--- src/design/uahw_pkg.sv ---
// ============================================================================
// uahw_pkg
// Shared types, codes and constants for the tar header walker.
// ============================================================================
package uahw_pkg;

    // Parameter defaults
    localparam int NAME_LEN_DEF    = 32;
    localparam int MAX_ENTRIES_DEF = 64;

    // Header layout
    localparam int       BLOCK_LEN  = 512;
    localparam logic [8:0] HDR_LAST   = 9'd511;
    localparam logic [8:0] SIZE_FIRST = 9'd124;
    localparam logic [8:0] SIZE_LAST  = 9'd135;
    localparam logic [8:0] TYPE_OFF   = 9'd156;

    // Characters of interest
    localparam logic [7:0] CH_NUL   = 8'h00;
    localparam logic [7:0] CH_TAB   = 8'h09;
    localparam logic [7:0] CH_SPACE = 8'h20;
    localparam logic [7:0] CH_DOT   = 8'h2E;
    localparam logic [7:0] CH_SLASH = 8'h2F;
    localparam logic [7:0] CH_ZERO  = 8'h30;
    localparam logic [7:0] CH_FIVE  = 8'h35;
    localparam logic [7:0] CH_SEVEN = 8'h37;

    // Record kinds
    localparam logic [1:0] KIND_CHAR  = 2'd0;
    localparam logic [1:0] KIND_ENTRY = 2'd1;
    localparam logic [1:0] KIND_END   = 2'd2;

    typedef enum logic [1:0] {
        PH_HEADER,
        PH_DATA,
        PH_ENDED
    } t_phase;

    typedef enum logic [1:0] {
        OCT_SKIP,
        OCT_DIGITS,
        OCT_STOP
    } t_oct;

    typedef enum logic [2:0] {
        ST_WALK,
        ST_PREP1,
        ST_PREP2,
        ST_CHAR,
        ST_END
    } t_state;

    typedef enum logic [1:0] {
        SEL_CHAR,
        SEL_ENTRY,
        SEL_END
    } t_out_sel;

    typedef enum logic [1:0] {
        RD_S,
        RD_P1,
        RD_P2
    } t_rd_mode;

    // Controller to datapath
    typedef struct packed {
        logic     accept;
        logic     load;
        t_out_sel sel;
        logic     last;
        t_rd_mode rd_mode;
        logic     prep;
        logic     start;
        logic     adv;
    } t_cmd;

    // Datapath to controller
    typedef struct packed {
        logic out_free;
        logic zero_end;
        logic hdr_emit;
        logic final_end;
        logic char_ok;
        logic end_pend;
    } t_sts;

endpackage

--- src/design/uahw_if.sv ---
// ============================================================================
// uahw_if
// Valid/ready channels for archive bytes in and records out.
// ============================================================================
interface uahw_in_if;
    logic       valid;
    logic       ready;
    logic [7:0] archive_byte;
    logic       first_byte;
    logic       final_byte;

    modport source (output valid, output archive_byte, output first_byte,
                    output final_byte, input ready);
    modport sink   (input valid, input archive_byte, input first_byte,
                    input final_byte, output ready);
endinterface

interface uahw_out_if;
    logic        valid;
    logic        ready;
    logic [1:0]  record_kind;
    logic [7:0]  name_char;
    logic [6:0]  entry_number;
    logic [35:0] file_size;
    logic        is_directory;
    logic        run_last;

    modport source (output valid, output record_kind, output name_char,
                    output entry_number, output file_size, output is_directory,
                    output run_last, input ready);
    modport sink   (input valid, input record_kind, input name_char,
                    input entry_number, input file_size, input is_directory,
                    input run_last, output ready);
endinterface

--- src/design/uahw_ctrl.sv ---
// ============================================================================
// uahw_ctrl
// Sequencer: takes bytes, then plays out name characters and records.
// ============================================================================
module uahw_ctrl (
    input  logic          i_clk,
    input  logic          i_rst_n,
    input  logic          i_in_valid,
    input  uahw_pkg::t_sts i_sts,
    output logic          o_in_ready,
    output uahw_pkg::t_cmd o_cmd
);
    import uahw_pkg::*;

    t_state r_state;
    t_state n_state;

    // State register
    always_ff @(posedge i_clk) begin
        if (!i_rst_n) begin
            r_state <= ST_WALK;
        end else begin
            r_state <= n_state;
        end
    end

    // Next state and commands
    always_comb begin
        n_state       = r_state;
        o_in_ready    = 1'b0;
        o_cmd         = '0;
        o_cmd.sel     = SEL_END;
        o_cmd.rd_mode = RD_P1;
        case (r_state)
            ST_WALK: begin
                o_in_ready = i_sts.out_free;
                if (i_in_valid && i_sts.out_free) begin
                    o_cmd.accept = 1'b1;
                    if (i_sts.zero_end) begin
                        o_cmd.load = 1'b1;
                        o_cmd.sel  = SEL_END;
                        o_cmd.last = 1'b1;
                    end else if (i_sts.hdr_emit) begin
                        n_state = ST_PREP1;
                    end else if (i_sts.final_end) begin
                        o_cmd.load = 1'b1;
                        o_cmd.sel  = SEL_END;
                        o_cmd.last = 1'b1;
                    end
                end
            end
            // fetch the first name byte after prefix stripping
            ST_PREP1: begin
                o_cmd.rd_mode = RD_S;
                o_cmd.prep    = 1'b1;
                n_state       = ST_PREP2;
            end
            ST_PREP2: begin
                o_cmd.rd_mode = RD_P1;
                o_cmd.start   = 1'b1;
                n_state       = ST_CHAR;
            end
            // stream characters, then the entry record
            ST_CHAR: begin
                if (i_sts.char_ok) begin
                    if (i_sts.out_free) begin
                        o_cmd.load    = 1'b1;
                        o_cmd.sel     = SEL_CHAR;
                        o_cmd.adv     = 1'b1;
                        o_cmd.rd_mode = RD_P2;
                    end
                end else if (i_sts.out_free) begin
                    o_cmd.load = 1'b1;
                    o_cmd.sel  = SEL_ENTRY;
                    o_cmd.last = !i_sts.end_pend;
                    n_state    = i_sts.end_pend ? ST_END : ST_WALK;
                end
            end
            ST_END: begin
                if (i_sts.out_free) begin
                    o_cmd.load = 1'b1;
                    o_cmd.sel  = SEL_END;
                    o_cmd.last = 1'b1;
                    n_state    = ST_WALK;
                end
            end
            default: begin
                n_state = ST_WALK;
            end
        endcase
    end

endmodule

--- src/design/uahw_datapath.sv ---
// ============================================================================
// uahw_datapath
// Walk state, octal size decode, name store and the output register.
// ============================================================================
module uahw_datapath #(
    parameter int NAME_LEN    = uahw_pkg::NAME_LEN_DEF,
    parameter int MAX_ENTRIES = uahw_pkg::MAX_ENTRIES_DEF
) (
    input  logic           i_clk,
    input  logic           i_rst_n,
    input  logic [7:0]     i_archive_byte,
    input  logic           i_first_byte,
    input  logic           i_final_byte,
    input  logic           i_out_ready,
    input  uahw_pkg::t_cmd i_cmd,
    output uahw_pkg::t_sts o_sts,
    output logic           o_out_valid,
    output logic [1:0]     o_record_kind,
    output logic [7:0]     o_name_char,
    output logic [6:0]     o_entry_number,
    output logic [35:0]    o_file_size,
    output logic           o_is_directory,
    output logic           o_run_last
);
    import uahw_pkg::*;

    localparam int DEPTH = NAME_LEN + 3;
    localparam int IW    = $clog2(DEPTH);
    localparam int AW    = $clog2(NAME_LEN + 5);
    localparam int NW    = $clog2(NAME_LEN);

    // Walk state
    t_phase      r_phase, n_phase;
    logic [8:0]  r_off, n_off;
    logic [36:0] r_skip, n_skip;
    logic [35:0] r_size, n_size;
    t_oct        r_oct, n_oct;
    logic        r_dir, n_dir;
    logic [6:0]  r_cnt, n_cnt;

    // Name store and emit window
    logic [7:0]    mem [DEPTH];
    logic [7:0]    r_b0, r_b1, r_b2;
    logic [7:0]    r_rd_q;
    logic [AW-1:0] r_p;
    logic [AW-1:0] w_rd_addr;
    logic [7:0]    r_cur;
    logic [NW-1:0] r_n;
    logic [1:0]    w_s;
    logic [7:0]    w_at_s0;

    // Entry latched at header end
    logic [6:0]  r_ent_num;
    logic [35:0] r_ent_size;
    logic        r_ent_dir;
    logic        r_end_pend;

    // Output register
    logic        r_out_valid;
    logic [1:0]  r_kind;
    logic [7:0]  r_char;
    logic [6:0]  r_num;
    logic [35:0] r_osize;
    logic        r_odir;
    logic        r_last;

    // Byte decode against state as seen after a possible restart
    t_phase      eff_phase;
    logic [8:0]  eff_off;
    logic [36:0] eff_skip;
    logic [35:0] eff_size;
    t_oct        eff_oct;
    logic        eff_dir;
    logic [6:0]  eff_cnt;
    logic        w_zero_end;
    logic        w_hdr_done;
    logic        w_hdr_emit;
    logic        w_final_end;
    logic [36:0] w_rounded;
    logic [36:0] w_skip_dec;
    logic        w_out_free;

    always_comb begin
        eff_phase = i_first_byte ? PH_HEADER : r_phase;
        eff_off   = i_first_byte ? 9'd0      : r_off;
        eff_skip  = i_first_byte ? 37'd0     : r_skip;
        eff_size  = i_first_byte ? 36'd0     : r_size;
        eff_oct   = i_first_byte ? OCT_SKIP  : r_oct;
        eff_dir   = i_first_byte ? 1'b0      : r_dir;
        eff_cnt   = i_first_byte ? 7'd0      : r_cnt;
    end

    assign w_zero_end  = (eff_phase == PH_HEADER) && (eff_off == 9'd0) &&
                         (i_archive_byte == CH_NUL);
    assign w_hdr_done  = (eff_phase == PH_HEADER) && (eff_off == HDR_LAST);
    assign w_hdr_emit  = w_hdr_done && (eff_cnt < 7'(MAX_ENTRIES));
    assign w_final_end = i_final_byte && (eff_phase != PH_ENDED) && !w_zero_end;
    assign w_rounded   = ({1'b0, eff_size} + 37'(BLOCK_LEN - 1)) &
                         ~37'(BLOCK_LEN - 1);
    assign w_skip_dec  = (eff_skip != 37'd0) ? eff_skip - 37'd1 : eff_skip;

    // Next walk state for an accepted byte
    always_comb begin
        n_phase = eff_phase;
        n_off   = eff_off;
        n_skip  = eff_skip;
        n_size  = eff_size;
        n_oct   = eff_oct;
        n_dir   = eff_dir;
        n_cnt   = eff_cnt;
        case (eff_phase)
            PH_DATA: begin
                n_skip = w_skip_dec;
                if (w_skip_dec == 37'd0) begin
                    n_phase = PH_HEADER;
                end
            end
            PH_HEADER: begin
                if (w_zero_end) begin
                    n_phase = PH_ENDED;
                end else begin
                    // octal size: skip blanks, shift digits, stop on anything else
                    if ((eff_off inside {[SIZE_FIRST:SIZE_LAST]}) &&
                        (eff_oct != OCT_STOP)) begin
                        if ((eff_oct == OCT_SKIP) &&
                            (i_archive_byte inside {CH_SPACE, CH_TAB})) begin
                            n_oct = eff_oct;
                        end else if (i_archive_byte inside {[CH_ZERO:CH_SEVEN]}) begin
                            n_size = {eff_size[32:0], i_archive_byte[2:0]};
                            n_oct  = OCT_DIGITS;
                        end else begin
                            n_oct = OCT_STOP;
                        end
                    end
                    if (eff_off == TYPE_OFF) begin
                        n_dir = (i_archive_byte == CH_FIVE);
                    end
                    if (!w_hdr_done) begin
                        n_off = eff_off + 9'd1;
                    end else begin
                        if (w_hdr_emit) begin
                            n_cnt = eff_cnt + 7'd1;
                        end
                        n_skip  = w_rounded;
                        n_phase = (w_rounded != 37'd0) ? PH_DATA : PH_HEADER;
                        n_off   = 9'd0;
                        n_size  = 36'd0;
                        n_oct   = OCT_SKIP;
                        n_dir   = 1'b0;
                    end
                end
            end
            default: begin
                n_phase = eff_phase;
            end
        endcase
        // last byte of the buffer closes the archive
        if (i_final_byte && (n_phase != PH_ENDED)) begin
            n_phase = PH_ENDED;
            n_off   = 9'd0;
            n_size  = 36'd0;
            n_oct   = OCT_SKIP;
            n_dir   = 1'b0;
        end
    end

    // Walk state registers
    always_ff @(posedge i_clk) begin
        if (!i_rst_n) begin
            r_phase <= PH_HEADER;
            r_off   <= 9'd0;
            r_skip  <= 37'd0;
            r_size  <= 36'd0;
            r_oct   <= OCT_SKIP;
            r_dir   <= 1'b0;
            r_cnt   <= 7'd0;
        end else if (i_cmd.accept) begin
            r_phase <= n_phase;
            r_off   <= n_off;
            r_skip  <= n_skip;
            r_size  <= n_size;
            r_oct   <= n_oct;
            r_dir   <= n_dir;
            r_cnt   <= n_cnt;
        end
    end

    // Latch the entry summary when a header completes
    always_ff @(posedge i_clk) begin
        if (i_cmd.accept && w_hdr_done) begin
            r_ent_num  <= eff_cnt + 7'd1;
            r_ent_size <= eff_size;
            r_ent_dir  <= eff_dir;
            r_end_pend <= i_final_byte;
        end
    end

    // Name store write, with the first three bytes also kept aside
    always_ff @(posedge i_clk) begin
        if (i_cmd.accept && (eff_phase == PH_HEADER) && !w_zero_end) begin
            if (eff_off < 9'(DEPTH)) begin
                mem[eff_off[IW-1:0]] <= i_archive_byte;
            end
            if (eff_off == 9'd0) begin
                r_b0 <= i_archive_byte;
            end
            if (eff_off == 9'd1) begin
                r_b1 <= i_archive_byte;
            end
            if (eff_off == 9'd2) begin
                r_b2 <= i_archive_byte;
            end
        end
    end

    // Prefix strip: drop "./", then one "/"
    always_comb begin
        w_s     = ((r_b0 == CH_DOT) && (r_b1 == CH_SLASH)) ? 2'd2 : 2'd0;
        w_at_s0 = (w_s == 2'd2) ? r_b2 : r_b0;
        if (w_at_s0 == CH_SLASH) begin
            w_s = w_s + 2'd1;
        end
    end

    // Read address select
    always_comb begin
        case (i_cmd.rd_mode)
            RD_S:    w_rd_addr = AW'(w_s);
            RD_P2:   w_rd_addr = r_p + AW'(2);
            default: w_rd_addr = r_p + AW'(1);
        endcase
    end

    // Registered read, zero past the end of the store
    always_ff @(posedge i_clk) begin
        if (w_rd_addr < AW'(DEPTH)) begin
            r_rd_q <= mem[w_rd_addr[IW-1:0]];
        end else begin
            r_rd_q <= CH_NUL;
        end
    end

    // Emit window: current character, pointer and count
    always_ff @(posedge i_clk) begin
        if (i_cmd.prep) begin
            r_p <= AW'(w_s);
        end
        if (i_cmd.start) begin
            r_cur <= r_rd_q;
            r_n   <= '0;
        end
        if (i_cmd.adv) begin
            r_cur <= r_rd_q;
            r_p   <= r_p + AW'(1);
            r_n   <= r_n + NW'(1);
        end
    end

    // Output register
    assign w_out_free = !r_out_valid || i_out_ready;

    always_ff @(posedge i_clk) begin
        if (!i_rst_n) begin
            r_out_valid <= 1'b0;
        end else if (i_cmd.load) begin
            r_out_valid <= 1'b1;
        end else if (i_out_ready) begin
            r_out_valid <= 1'b0;
        end
    end

    always_ff @(posedge i_clk) begin
        if (i_cmd.load) begin
            r_last <= i_cmd.last;
            case (i_cmd.sel)
                SEL_CHAR: begin
                    r_kind  <= KIND_CHAR;
                    r_char  <= r_cur;
                    r_num   <= 7'd0;
                    r_osize <= 36'd0;
                    r_odir  <= 1'b0;
                end
                SEL_ENTRY: begin
                    r_kind  <= KIND_ENTRY;
                    r_char  <= 8'd0;
                    r_num   <= r_ent_num;
                    r_osize <= r_ent_size;
                    r_odir  <= r_ent_dir;
                end
                default: begin
                    r_kind  <= KIND_END;
                    r_char  <= 8'd0;
                    r_num   <= 7'd0;
                    r_osize <= 36'd0;
                    r_odir  <= 1'b0;
                end
            endcase
        end
    end

    // Status to the controller
    always_comb begin
        o_sts.out_free  = w_out_free;
        o_sts.zero_end  = w_zero_end;
        o_sts.hdr_emit  = w_hdr_emit;
        o_sts.final_end = w_final_end;
        o_sts.char_ok   = (r_n != NW'(NAME_LEN - 1)) && (r_cur != CH_NUL) &&
                          !((r_cur == CH_SLASH) && (r_rd_q == CH_NUL));
        o_sts.end_pend  = r_end_pend;
    end

    assign o_out_valid    = r_out_valid;
    assign o_record_kind  = r_kind;
    assign o_name_char    = r_char;
    assign o_entry_number = r_num;
    assign o_file_size    = r_osize;
    assign o_is_directory = r_odir;
    assign o_run_last     = r_last;

endmodule

--- src/design/ustar_archive_header_walker.sv ---
// ============================================================================
// ustar_archive_header_walker
// Walks a tar archive byte by byte and reports each entry's cleaned name,
// size and directory flag.
// ============================================================================
//
//  Channel   Dir  Payload                                      Handshake
//  i_byte    in   archive_byte, first_byte, final_byte         valid/ready
//  o_rec     out  record_kind, name_char, entry_number,        valid/ready
//                 file_size, is_directory, run_last
//
//  A byte that completes no header is taken whenever the output register is free;
//  such bytes flow back to back. A completed header first sets up the name store
//  read in the PREP1 and PREP2 states, then emits each name character, the entry
//  record and, if the byte was also the last, an end record.
//  A single output register holds a result; input is taken while it drains.
//  Reset is synchronous and clears the walk state and the entry count.
//
module ustar_archive_header_walker #(
    parameter int NAME_LEN    = uahw_pkg::NAME_LEN_DEF,
    parameter int MAX_ENTRIES = uahw_pkg::MAX_ENTRIES_DEF
) (
    input logic      i_clk,
    input logic      i_rst_n,
    uahw_in_if.sink  i_byte,
    uahw_out_if.source o_rec
);
    import uahw_pkg::*;

    t_cmd        w_cmd;
    t_sts        w_sts;
    logic        w_in_ready;
    logic        w_out_valid;
    logic [1:0]  w_kind;
    logic [7:0]  w_char;
    logic [6:0]  w_num;
    logic [35:0] w_size;
    logic        w_dir;
    logic        w_last;

    uahw_ctrl u_ctrl (
        .i_clk      (i_clk),
        .i_rst_n    (i_rst_n),
        .i_in_valid (i_byte.valid),
        .i_sts      (w_sts),
        .o_in_ready (w_in_ready),
        .o_cmd      (w_cmd)
    );

    uahw_datapath #(
        .NAME_LEN    (NAME_LEN),
        .MAX_ENTRIES (MAX_ENTRIES)
    ) u_datapath (
        .i_clk          (i_clk),
        .i_rst_n        (i_rst_n),
        .i_archive_byte (i_byte.archive_byte),
        .i_first_byte   (i_byte.first_byte),
        .i_final_byte   (i_byte.final_byte),
        .i_out_ready    (o_rec.ready),
        .i_cmd          (w_cmd),
        .o_sts          (w_sts),
        .o_out_valid    (w_out_valid),
        .o_record_kind  (w_kind),
        .o_name_char    (w_char),
        .o_entry_number (w_num),
        .o_file_size    (w_size),
        .o_is_directory (w_dir),
        .o_run_last     (w_last)
    );

    assign i_byte.ready       = w_in_ready;
    assign o_rec.valid        = w_out_valid;
    assign o_rec.record_kind  = w_kind;
    assign o_rec.name_char    = w_char;
    assign o_rec.entry_number = w_num;
    assign o_rec.file_size    = w_size;
    assign o_rec.is_directory = w_dir;
    assign o_rec.run_last     = w_last;

    // Never load over a result that is still waiting
    a_load_free: assert property (@(posedge i_clk) disable iff (!i_rst_n)
        w_cmd.load |-> w_sts.out_free)
        else $error("output register overwritten");

    // Advance the name only while emitting a character
    a_adv_char: assert property (@(posedge i_clk) disable iff (!i_rst_n)
        w_cmd.adv |-> (w_sts.char_ok && w_cmd.load && (w_cmd.sel == SEL_CHAR)))
        else $error("name pointer advanced without a character");

    // An empty header gives an end record right away
    a_zero_end: assert property (@(posedge i_clk) disable iff (!i_rst_n)
        (i_byte.valid && i_byte.ready && w_sts.zero_end) |=>
        (o_rec.valid && (o_rec.record_kind == KIND_END) && o_rec.run_last))
        else $error("missing end record after empty header");

    // A name character never closes a run
    a_char_not_last: assert property (@(posedge i_clk) disable iff (!i_rst_n)
        (o_rec.valid && (o_rec.record_kind == KIND_CHAR)) |-> !o_rec.run_last)
        else $error("name character marked as last");

    // Nothing is offered after reset
    a_reset_idle: assert property (@(posedge i_clk)
        !i_rst_n |=> !o_rec.valid)
        else $error("output valid after reset");

endmodule
--- src/flat_wrapper.sv ---
// flat-port wrapper written by rule: the top's interface ports become plain ports
module ustar_archive_header_walker_flat import uahw_pkg::*;
#(
    parameter int NAME_LEN    = uahw_pkg::NAME_LEN_DEF,
    parameter int MAX_ENTRIES = uahw_pkg::MAX_ENTRIES_DEF
)
  (i_clk, i_rst_n, i_byte_valid, i_byte_archive_byte, i_byte_first_byte, i_byte_final_byte, i_byte_ready, o_rec_valid, o_rec_record_kind, o_rec_name_char, o_rec_entry_number, o_rec_file_size, o_rec_is_directory, o_rec_run_last, o_rec_ready);
  uahw_in_if i_byte_i ();
  uahw_out_if o_rec_i ();
  input logic i_clk;
  input logic i_rst_n;
  input wire logic [$bits(i_byte_i.valid)-1:0] i_byte_valid;
  input wire logic [$bits(i_byte_i.archive_byte)-1:0] i_byte_archive_byte;
  input wire logic [$bits(i_byte_i.first_byte)-1:0] i_byte_first_byte;
  input wire logic [$bits(i_byte_i.final_byte)-1:0] i_byte_final_byte;
  output wire logic [$bits(i_byte_i.ready)-1:0] i_byte_ready;
  output wire logic [$bits(o_rec_i.valid)-1:0] o_rec_valid;
  output wire logic [$bits(o_rec_i.record_kind)-1:0] o_rec_record_kind;
  output wire logic [$bits(o_rec_i.name_char)-1:0] o_rec_name_char;
  output wire logic [$bits(o_rec_i.entry_number)-1:0] o_rec_entry_number;
  output wire logic [$bits(o_rec_i.file_size)-1:0] o_rec_file_size;
  output wire logic [$bits(o_rec_i.is_directory)-1:0] o_rec_is_directory;
  output wire logic [$bits(o_rec_i.run_last)-1:0] o_rec_run_last;
  input wire logic [$bits(o_rec_i.ready)-1:0] o_rec_ready;
  assign i_byte_i.valid = i_byte_valid;
  assign i_byte_i.archive_byte = i_byte_archive_byte;
  assign i_byte_i.first_byte = i_byte_first_byte;
  assign i_byte_i.final_byte = i_byte_final_byte;
  assign i_byte_ready = i_byte_i.ready;
  assign o_rec_valid = o_rec_i.valid;
  assign o_rec_record_kind = o_rec_i.record_kind;
  assign o_rec_name_char = o_rec_i.name_char;
  assign o_rec_entry_number = o_rec_i.entry_number;
  assign o_rec_file_size = o_rec_i.file_size;
  assign o_rec_is_directory = o_rec_i.is_directory;
  assign o_rec_run_last = o_rec_i.run_last;
  assign o_rec_i.ready = o_rec_ready;
  ustar_archive_header_walker #(.NAME_LEN(NAME_LEN), .MAX_ENTRIES(MAX_ENTRIES)) u_core (.i_clk(i_clk), .i_rst_n(i_rst_n), .i_byte(i_byte_i), .o_rec(o_rec_i));
endmodule
--- config.mk ---
export PLATFORM = sky130hd
export DESIGN_NAME = ustar_archive_header_walker_flat
export DESIGN_NICKNAME = d
export VERILOG_FILES = /design/src/design/uahw_pkg.sv /design/src/design/uahw_if.sv /design/src/design/uahw_ctrl.sv /design/src/design/uahw_datapath.sv /design/src/design/ustar_archive_header_walker.sv /design/src/flat_wrapper.sv
export SDC_FILE = /design/constraint.sdc
export NUM_CORES = 1
export LEC_CHECK = 0
export ABC_AREA = 1
export BUFFER_PORTS_ARGS = -buffer_cell sky130_fd_sc_hd__buf_2
export CAP_MARGIN = 10
export CORE_MARGIN = 2
export CORE_UTILIZATION = 40
export DETAILED_ROUTE_END_ITERATION = 12
export PLACE_DENSITY = 0.52
export SLEW_MARGIN = 0
export SYNTH_ARGS = -nofsm -noshare
export SYNTH_HDL_FRONTEND = slang
export SYNTH_SLANG_ARGS = --single-unit
--- constraint.sdc ---
create_clock -name i_clk -period 7.97 [get_ports i_clk]
set_input_delay 1.9925 -clock i_clk [delete_from_list [all_inputs] [get_ports i_clk]]
set_output_delay 1.9925 -clock i_clk [all_outputs]
set_load 0.02 [all_outputs]
==> reports/results.ini, run 1 <==
[setup_path]
rrSetupSlack_ns = 3.20
start_kind = input port
end_kind = flop
cp.arrival_ns = 6.38
critPathMaxFanout = 88
worstReg2RegStart = u_core.u_datapath.r_n[0]
r2r-end = u_core.u_datapath.r_rd_q[1]
crit_type = in2reg
reg2reg_depth = 16
crit_required_ns = 8.49

[die]
rows = 94
top_level_ports = 71
die_w_um = 262.7
die-area_sq_um = 69010
initial_core_util = 0.4057
die_height_um = 262.7
fp.coreArea_sq_um = 65980

[sta]
rsz0062_at_grt = no
worst_slew_pin_slew_ns = 1.102
slew_violations = 0
skew_ns = 0.03263
setup_tns_ns = 0
hold_violations = 0
max_freq_mhz = 170.7
finalSetupViolCount = 0
finalWorstSetupSlack_ns = 2.110
period_share = 0.7352
relSlewSlack = 0.2651
period_needed_ns = 5.860
whs_ns = 0.4559

[finish]
drive_gt1_frac = 0.09810
fin_nets = 3134
antenna_cells = 0
final_util = 0.4509
area_growth_pct = 11.13

[yosys]
syn_nets = 3114
synth_top_area_cell = edfxtp_1
synth-seq-area-share = 0.5538
ys_ff_latch = 529
ys_top_cells_by_area = edfxtp_1, nand2_1, dfxtp_1, inv_1, nand3_1
ys.flop_type = edfxtp_1
async_flop_share = 0
ys_types = 58
synth_cells = 3089
synth_area_sq_um = 26770
yosysTopAreaCellShare = 0.4745
synth_edf_count = 423
yosysWarnings = 0
avgSynthCellArea_sq_um = 8.666

[hold_path]
worstHoldEndpoint = u_core.u_datapath.r_cur[7]
hold_start = u_core.u_datapath.r_rd_q[7]
hp-class = reg2reg
holdPathStages = 0

[power_and_ir_drop]
power_density_nw_per_um2 = 324.6
p_leak_nw = 12.52
power_mw = 9.658
vdd_ir_drop_max_mv = 0.2094

[cts]
clock_path_buffers = 3
postCtsSetupBuffers = 0
cts_sinks = 529
cts_buffers = 60
insertion_delay_ns = 0.64
cts_tree = yes
cts-root-buf = clkbuf_16
cts-htree-levels = 2
cts_resized = 0
cts_hold_buf = 0
path_clk_slew_ns = 0.06

[drt]
via_count = 21290
via_per_inst = 5.290
drc = 0
drt_iter0_drc = 1615
wl_per_cell_um = 19.86
drt_pass1_iterations = 6
postRouteAntennaNets = 0
drt-total-wl_um = 79920

[global_route]
grt_pass1_wl_um = 123600
grt_pass1_vias = 20650
overflow = 0
antenna_found_initial = 1
grt_max_degree = 89
track_usage = 0.2298

[status]
status = finished, final reports clean

[flow_run]
drv_cap = 0

[place]
dp_hpwl_um = 53410
io_buffers = 70
place.gp.congestion = 0.9735
place_ws_ns = 1.440

[worst max-delay path by stage]
stage	start	to	slack, ns	cells past startpoint
CTS	i_byte_first_byte	u_core.u_datapath.o_out_valid	2.12	21
detailed placement	i_byte_first_byte	u_core.u_datapath.o_out_valid	1.44	21
global placement	i_byte_first_byte	u_core.u_datapath.o_out_valid	1.49	21
floorplan	i_byte_first_byte	u_core.u_datapath.r_end_pend	1.63	15
finish	i_byte_first_byte	u_core.u_datapath.o_out_valid	2.11	21
global route	i_byte_first_byte	u_core.u_datapath.o_out_valid	1.65	21
[cell usage after synthesis, types with 36 or more instances]
cell type  instances
dfxtp_1          106
o211ai_1          38
nand2_1          688
nor2_1           352
a21oi_1           87
clkbuf_1          73
edfxtp_1         423
nand2_2           36
o21ai_0          107
inv_1            489
nand4_1          134
nand3_1          265
[where the power goes]
group	internal [mW]	switching, mW
Clock	1.65	1.14
Sequential	3.25	0.142
Combinational	0.957	2.52
[through the flow]
step           instances  cell area, sq um
2_1_floorplan       3089             26770
3_3_place_gp        3911             27770
3_5_place_dp        3911             27770
4_1_cts             4024             29750
5_1_grt             4024             29750
6_report            4024             29750
[area by class of cell]
class | count | area (sq um)
multi-input cells | 1919 | 9420
inverters | 503 | 1896
well taps | 864 | 1081
fillers | 6441 | 36230
clock buffers | 75 | 1609
flip-flops and latches | 529 | 14820
clock inverters | 38 | 374.1
repair buffers | 96 | 545.5
[logic make-up after synthesis]
group / Yosys count / synth area share
buf+inv: 641 / 0.09624
flops: 529 / 0.5538
simple gates: 1553 / 0.2590
compound gates: 330 / 0.07684
mux: 9 / 0.003739
xor+xnor: 16 / 0.005235
fa+ha+maj: 11 / 0.005141
[sequential cells by signal, indices dropped and copies added (netlist names), 3 cells and up]
register,flops
u_core.u_datapath.r_skip,37
u_core.u_ctrl.r_state,3
u_core.u_datapath.o_entry_number,7
u_core.u_datapath.o_name_char,8
u_core.u_datapath.r_b0,8
u_core.u_datapath.r_b2,8
u_core.u_datapath.r_size,36
u_core.u_datapath.r_p,6
u_core.u_datapath.r_cur,8
u_core.u_datapath.r_off,9
u_core.u_datapath.r_rd_q,8
u_core.u_datapath.o_file_size,36
u_core.u_datapath.mem,280
u_core.u_datapath.r_ent_num,7
u_core.u_datapath.r_cnt,7
u_core.u_datapath.r_b1,8
u_core.u_datapath.r_n,5
u_core.u_datapath.r_ent_size,36
[per-layer routing]
layer  vias up  share of wire  global-route usage  wire length (um)
met5         -        0.00013                   0                10
met4         2          0.035             0.08232              2804
met3       147          0.050             0.02942              3983
met2       618           0.49              0.3982             39210
met1     10200           0.42              0.2951             33920
li1      10320              -                   -                 -
[cell usage in the layout, fill, tap and decap left out, drive strengths merged, types with 8 or more instances in the layout]
master,Yosys,layout
a21oi,87,87
a31oi,16,16
a32oi,20,20
buf,65,96
clkbuf,73,75
clkinv,3,32
dfxtp,106,106
edfxtp,423,423
ha,11,11
inv,500,502
mux2,8,8
nand2,728,728
nand3,271,271
nand4,134,134
nor2,395,395
nor3,13,13
o2111ai,8,8
o211ai,39,39
o21ai,120,120
o221ai,17,17
xor2,15,15
[worst max-delay path, cell delays in order]
cell and delay, ns:
buf_2 0.22, inv_8 0.49, nand2_4 0.15, inv_1 0.12, ha_1 0.21, nand2_1 0.10, nor2_1 0.17, nand2_1 0.09
nor2_1 0.11, ha_1 0.20, inv_1 0.07, nor2_1 0.21, inv_1 0.15, nor2_4 0.53, o21ai_2 0.27, inv_1 0.19
o22ai_1 0.09, inv_1 0.11, nand2_4 0.42, o21ai_0 0.35, inv_1 0.07
Note: power is estimated with default switching activity, not from simulation.
==> run 2: changes to the inputs <==
--- a/config.mk
+++ b/config.mk
@@ -11,7 +11,7 @@
 export CORE_MARGIN = 2
 export CORE_UTILIZATION = 40
 export DETAILED_ROUTE_END_ITERATION = 12
-export PLACE_DENSITY = 0.52
+export PLACE_DENSITY = 0.54
 export SLEW_MARGIN = 0
 export SYNTH_ARGS = -nofsm -noshare
 export SYNTH_HDL_FRONTEND = slang
==> constraint.sdc (replaced) <==
create_clock -name i_clk -period 4.8 [get_ports i_clk]
set_input_delay 1.2 -clock i_clk [delete_from_list [all_inputs] [get_ports i_clk]]
set_output_delay 1.2 -clock i_clk [all_outputs]
set_load 0.02 [all_outputs]
==> run 2 against run 1 <==
Core utilization increased by 0.52 points. Register-to-register slack lost 2.2 ns. Sequential share of layout area down 0.57 points. Via count grew 0.83%. Sequential power is 66% higher. Combinational power is 73% higher. Clock-buffer cell count decreased by 5. First-iteration DRC count grew 1.9%. Flip-flop and latch count unchanged.
==> reports/results.ini, run 2 (synthesis results as in run 1) <==
[sta]
period_share = 0.8727
slew_violations = 0  ; unchanged
max_freq_mhz = 238.7
rsz0062_at_grt = no  ; unchanged
relSlewSlack = 0.3814  ; was 0.2651
setup_tns_ns = 0  ; unchanged
period_needed_ns = 4.189
finalWorstSetupSlack_ns = 0.6110  ; was 2.110 ns
hold_violations = 0  ; unchanged
finalSetupViolCount = 0  ; unchanged
whs_ns = 0.4567  ; was 0.4559 ns
skew_ns = 0.02758  ; was 0.03263 ns
worst_slew_pin_slew_ns = 0.9279  ; was 1.102 ns

[power_and_ir_drop]
vdd_ir_drop_max_mv = 0.3685  ; was 0.2094 mV
p_sw_mw = 6.437  ; was 3.800 mW
p_leak_nw = 12.69  ; was 12.52 nW
p_int_mw = 9.858  ; was 5.858 mW
power_density_nw_per_um2 = 541.5  ; was 324.6 nW/um^2
power_frac_clock = 0.284  ; was 0.289
power_mw = 16.30  ; was 9.658 mW
power_frac_seq = 0.346  ; was 0.351
p_sw_frac = 0.3950  ; was 0.3934
pwr-share-comb = 0.370  ; was 0.360

[setup_path]
crit_chain = buf_2 > inv_8 > buf_12 > nand2_1 > nand2_1 > nor3_4 > nand2_2 > nand2_4 > nor3_1 > nand3_1 > nor2_1  ; was buf_2 > inv_8 > nand2_4 > inv_1 > ha_1 > nand2_1 > nor2_1 > nand2_1 > nor2_1 > ha_1 > inv_1 > nor2_1 > inv_1 > nor2_4 > o21ai_2 > inv_1 > o22ai_1 > inv_1 > nand2_4 > o21ai_0 > inv_1
start_kind = input port  ; unchanged
rrSetupSlack_ns = 0.96  ; was 3.20 ns
crit_type = in2reg  ; unchanged
critPathMaxStageDelay_ns = 0.72  ; was 0.53 ns
crit_required_ns = 5.04  ; was 8.49 ns
critPathMaxFanout = 61  ; was 88
cp_top_family = simple AND/OR/NAND/NOR gates  ; unchanged
end_kind = flop  ; unchanged
crit_path_top_delay_cell = nor2_1  ; was nor2_4
cp.arrival_ns = 4.43  ; was 6.38 ns
worst-path-buf-inv = 3  ; was 8
crit_path_frequent_cell = nand2_1  ; was inv_1
worstReg2RegStart = u_core.u_datapath.r_n[0]  ; unchanged
reg2reg_depth = 16  ; unchanged
r2r-end = u_core.u_datapath.r_rd_q[3]  ; was u_core.u_datapath.r_rd_q[1]

[global_route]
grt_use_met2 = 0.4051  ; was 0.3982
grtUsageMet3 = 0.02914  ; was 0.02942
busiest_layer = met2  ; unchanged
antenna_found_initial = 1  ; unchanged
grt_max_degree = 106  ; was 89
track_usage = 0.2365  ; was 0.2298
grt_pass1_vias = 21000  ; was 20650
grt_pass1_wl_um = 126400  ; was 123600 um
grtUsageMet1 = 0.3039  ; was 0.2951
overflow = 0  ; unchanged

[place]
place.gp.congestion = 0.9182  ; was 0.9735
dp_hpwl_um = 56240  ; was 53410 um
place_inst = 3943  ; was 3911
postPlaceCellArea_sq_um = 28120  ; was 27770 sq um
io_buffers = 70  ; unchanged
place_ws_ns = 0.07298  ; was 1.440 ns

[cts]
clock_path_buffers = 3  ; unchanged
cts-root-buf = clkbuf_16  ; unchanged
postCtsSetupBuffers = 0  ; unchanged
cts_tree = yes  ; unchanged
insertion_delay_ns = 0.63  ; was 0.64 ns
cts_resized = 0  ; unchanged
cts_buffers = 56  ; was 60
path_clk_slew_ns = 0.07  ; was 0.06 ns
cts_hold_buf = 0  ; unchanged
cts-htree-levels = 2  ; unchanged
cts_sinks = 529  ; unchanged

[flow_run]
drv_cap = 0  ; unchanged

[die]
top_level_ports = 71  ; unchanged
initial_core_util = 0.4057  ; unchanged
rows = 94  ; unchanged
die-area_sq_um = 69010  ; unchanged
die_height_um = 262.7  ; unchanged
die_w_um = 262.7  ; unchanged
fp.coreArea_sq_um = 65980  ; unchanged

[drt]
postRouteAntennaNets = 0  ; unchanged
drc = 0  ; unchanged
drt_pass1_iterations = 5  ; was 6
via_per_inst = 5.299  ; was 5.290
drt-total-wl_um = 82280  ; was 79920 um
via_count = 21460  ; was 21290
drt_iter0_drc = 1645  ; was 1615
wl_per_cell_um = 20.32  ; was 19.86 um

[finish]
drive_gt1_frac = 0.1089  ; was 0.09810
mostFrequentLayoutCell = nand2_1  ; unchanged
final_cell_mix = nand2_1, inv_1, edfxtp_1, nor2_1, nand3_1  ; unchanged
final_util = 0.4561  ; was 0.4509
fin_nets = 3162  ; was 3134
multiInputGateArea_sq_um = 9420  ; unchanged
largest_reg_flops = 280  ; unchanged
nFillCells = 6473  ; was 6441
regArea_sq_um = 14820  ; unchanged
fin_cells = 4050  ; was 4024
area_growth_pct = 12.42  ; was 11.13%
stdcell_area_sq_um = 30090  ; was 29750 sq um

[hold_path]
worstHoldEndpoint = u_core.u_datapath.r_cur[0]  ; was u_core.u_datapath.r_cur[7]
holdPathStages = 0  ; unchanged
hold_start = u_core.u_datapath.r_rd_q[0]  ; was u_core.u_datapath.r_rd_q[7]
hp-class = reg2reg  ; unchanged

[status]
status = finished, final reports clean  ; unchanged

run 2: worst max path at each step:
| stage | slack (ns) | depth (start not counted) | start | to |
|---|---|---|---|---|
| detailed placement | 0.07 | 11 | i_byte_first_byte | u_core.u_datapath.mem[0][4] |
| global route | 0.33 | 11 | i_byte_first_byte | u_core.u_datapath.mem[16][4] |
| finish | 0.61 | 11 | i_byte_first_byte | u_core.u_datapath.mem[19][4] |
| global placement | 0.07 | 11 | i_byte_first_byte | u_core.u_datapath.mem[0][4] |
| floorplan | 0.005 | 15 | i_byte_first_byte | u_core.u_datapath.r_end_pend |
| CTS | 0.73 | 11 | i_byte_first_byte | u_core.u_datapath.mem[22][4] |
run 2: power by group through the flow:
| stage | sequential [mW] | clock [mW] | combinational [mW] |
|---|---|---|---|
| detailed placement | 5.72 | 0 | 6.03 |
| floorplan | 5.78 | 0 | 3.85 |
| global placement | 5.73 | 0 | 6.01 |
| finish | 5.64 | 4.63 | 6.02 |
| global route | 5.68 | 4.90 | 6.63 |
| CTS | 5.64 | 4.72 | 6.05 |
run 2: layer usage:
metal  vias up  share of wire
met1     10330           0.43
met5         -              0
met4         0          0.039
met2       586           0.49
li1      10380              -
met3       164          0.046
run 2: area by class of cell:
class | count | share of cell area
Tap cell | 864 | 0.03592
Timing Repair Buffer | 128 | 0.02985
Multi-Input combinational cell | 1919 | 0.3130
Inverter | 503 | 0.06299
Clock buffer | 70 | 0.04997
Clock inverter | 36 | 0.01555
Antenna cell | 1 | 0.00008315
Sequential cell | 529 | 0.4926
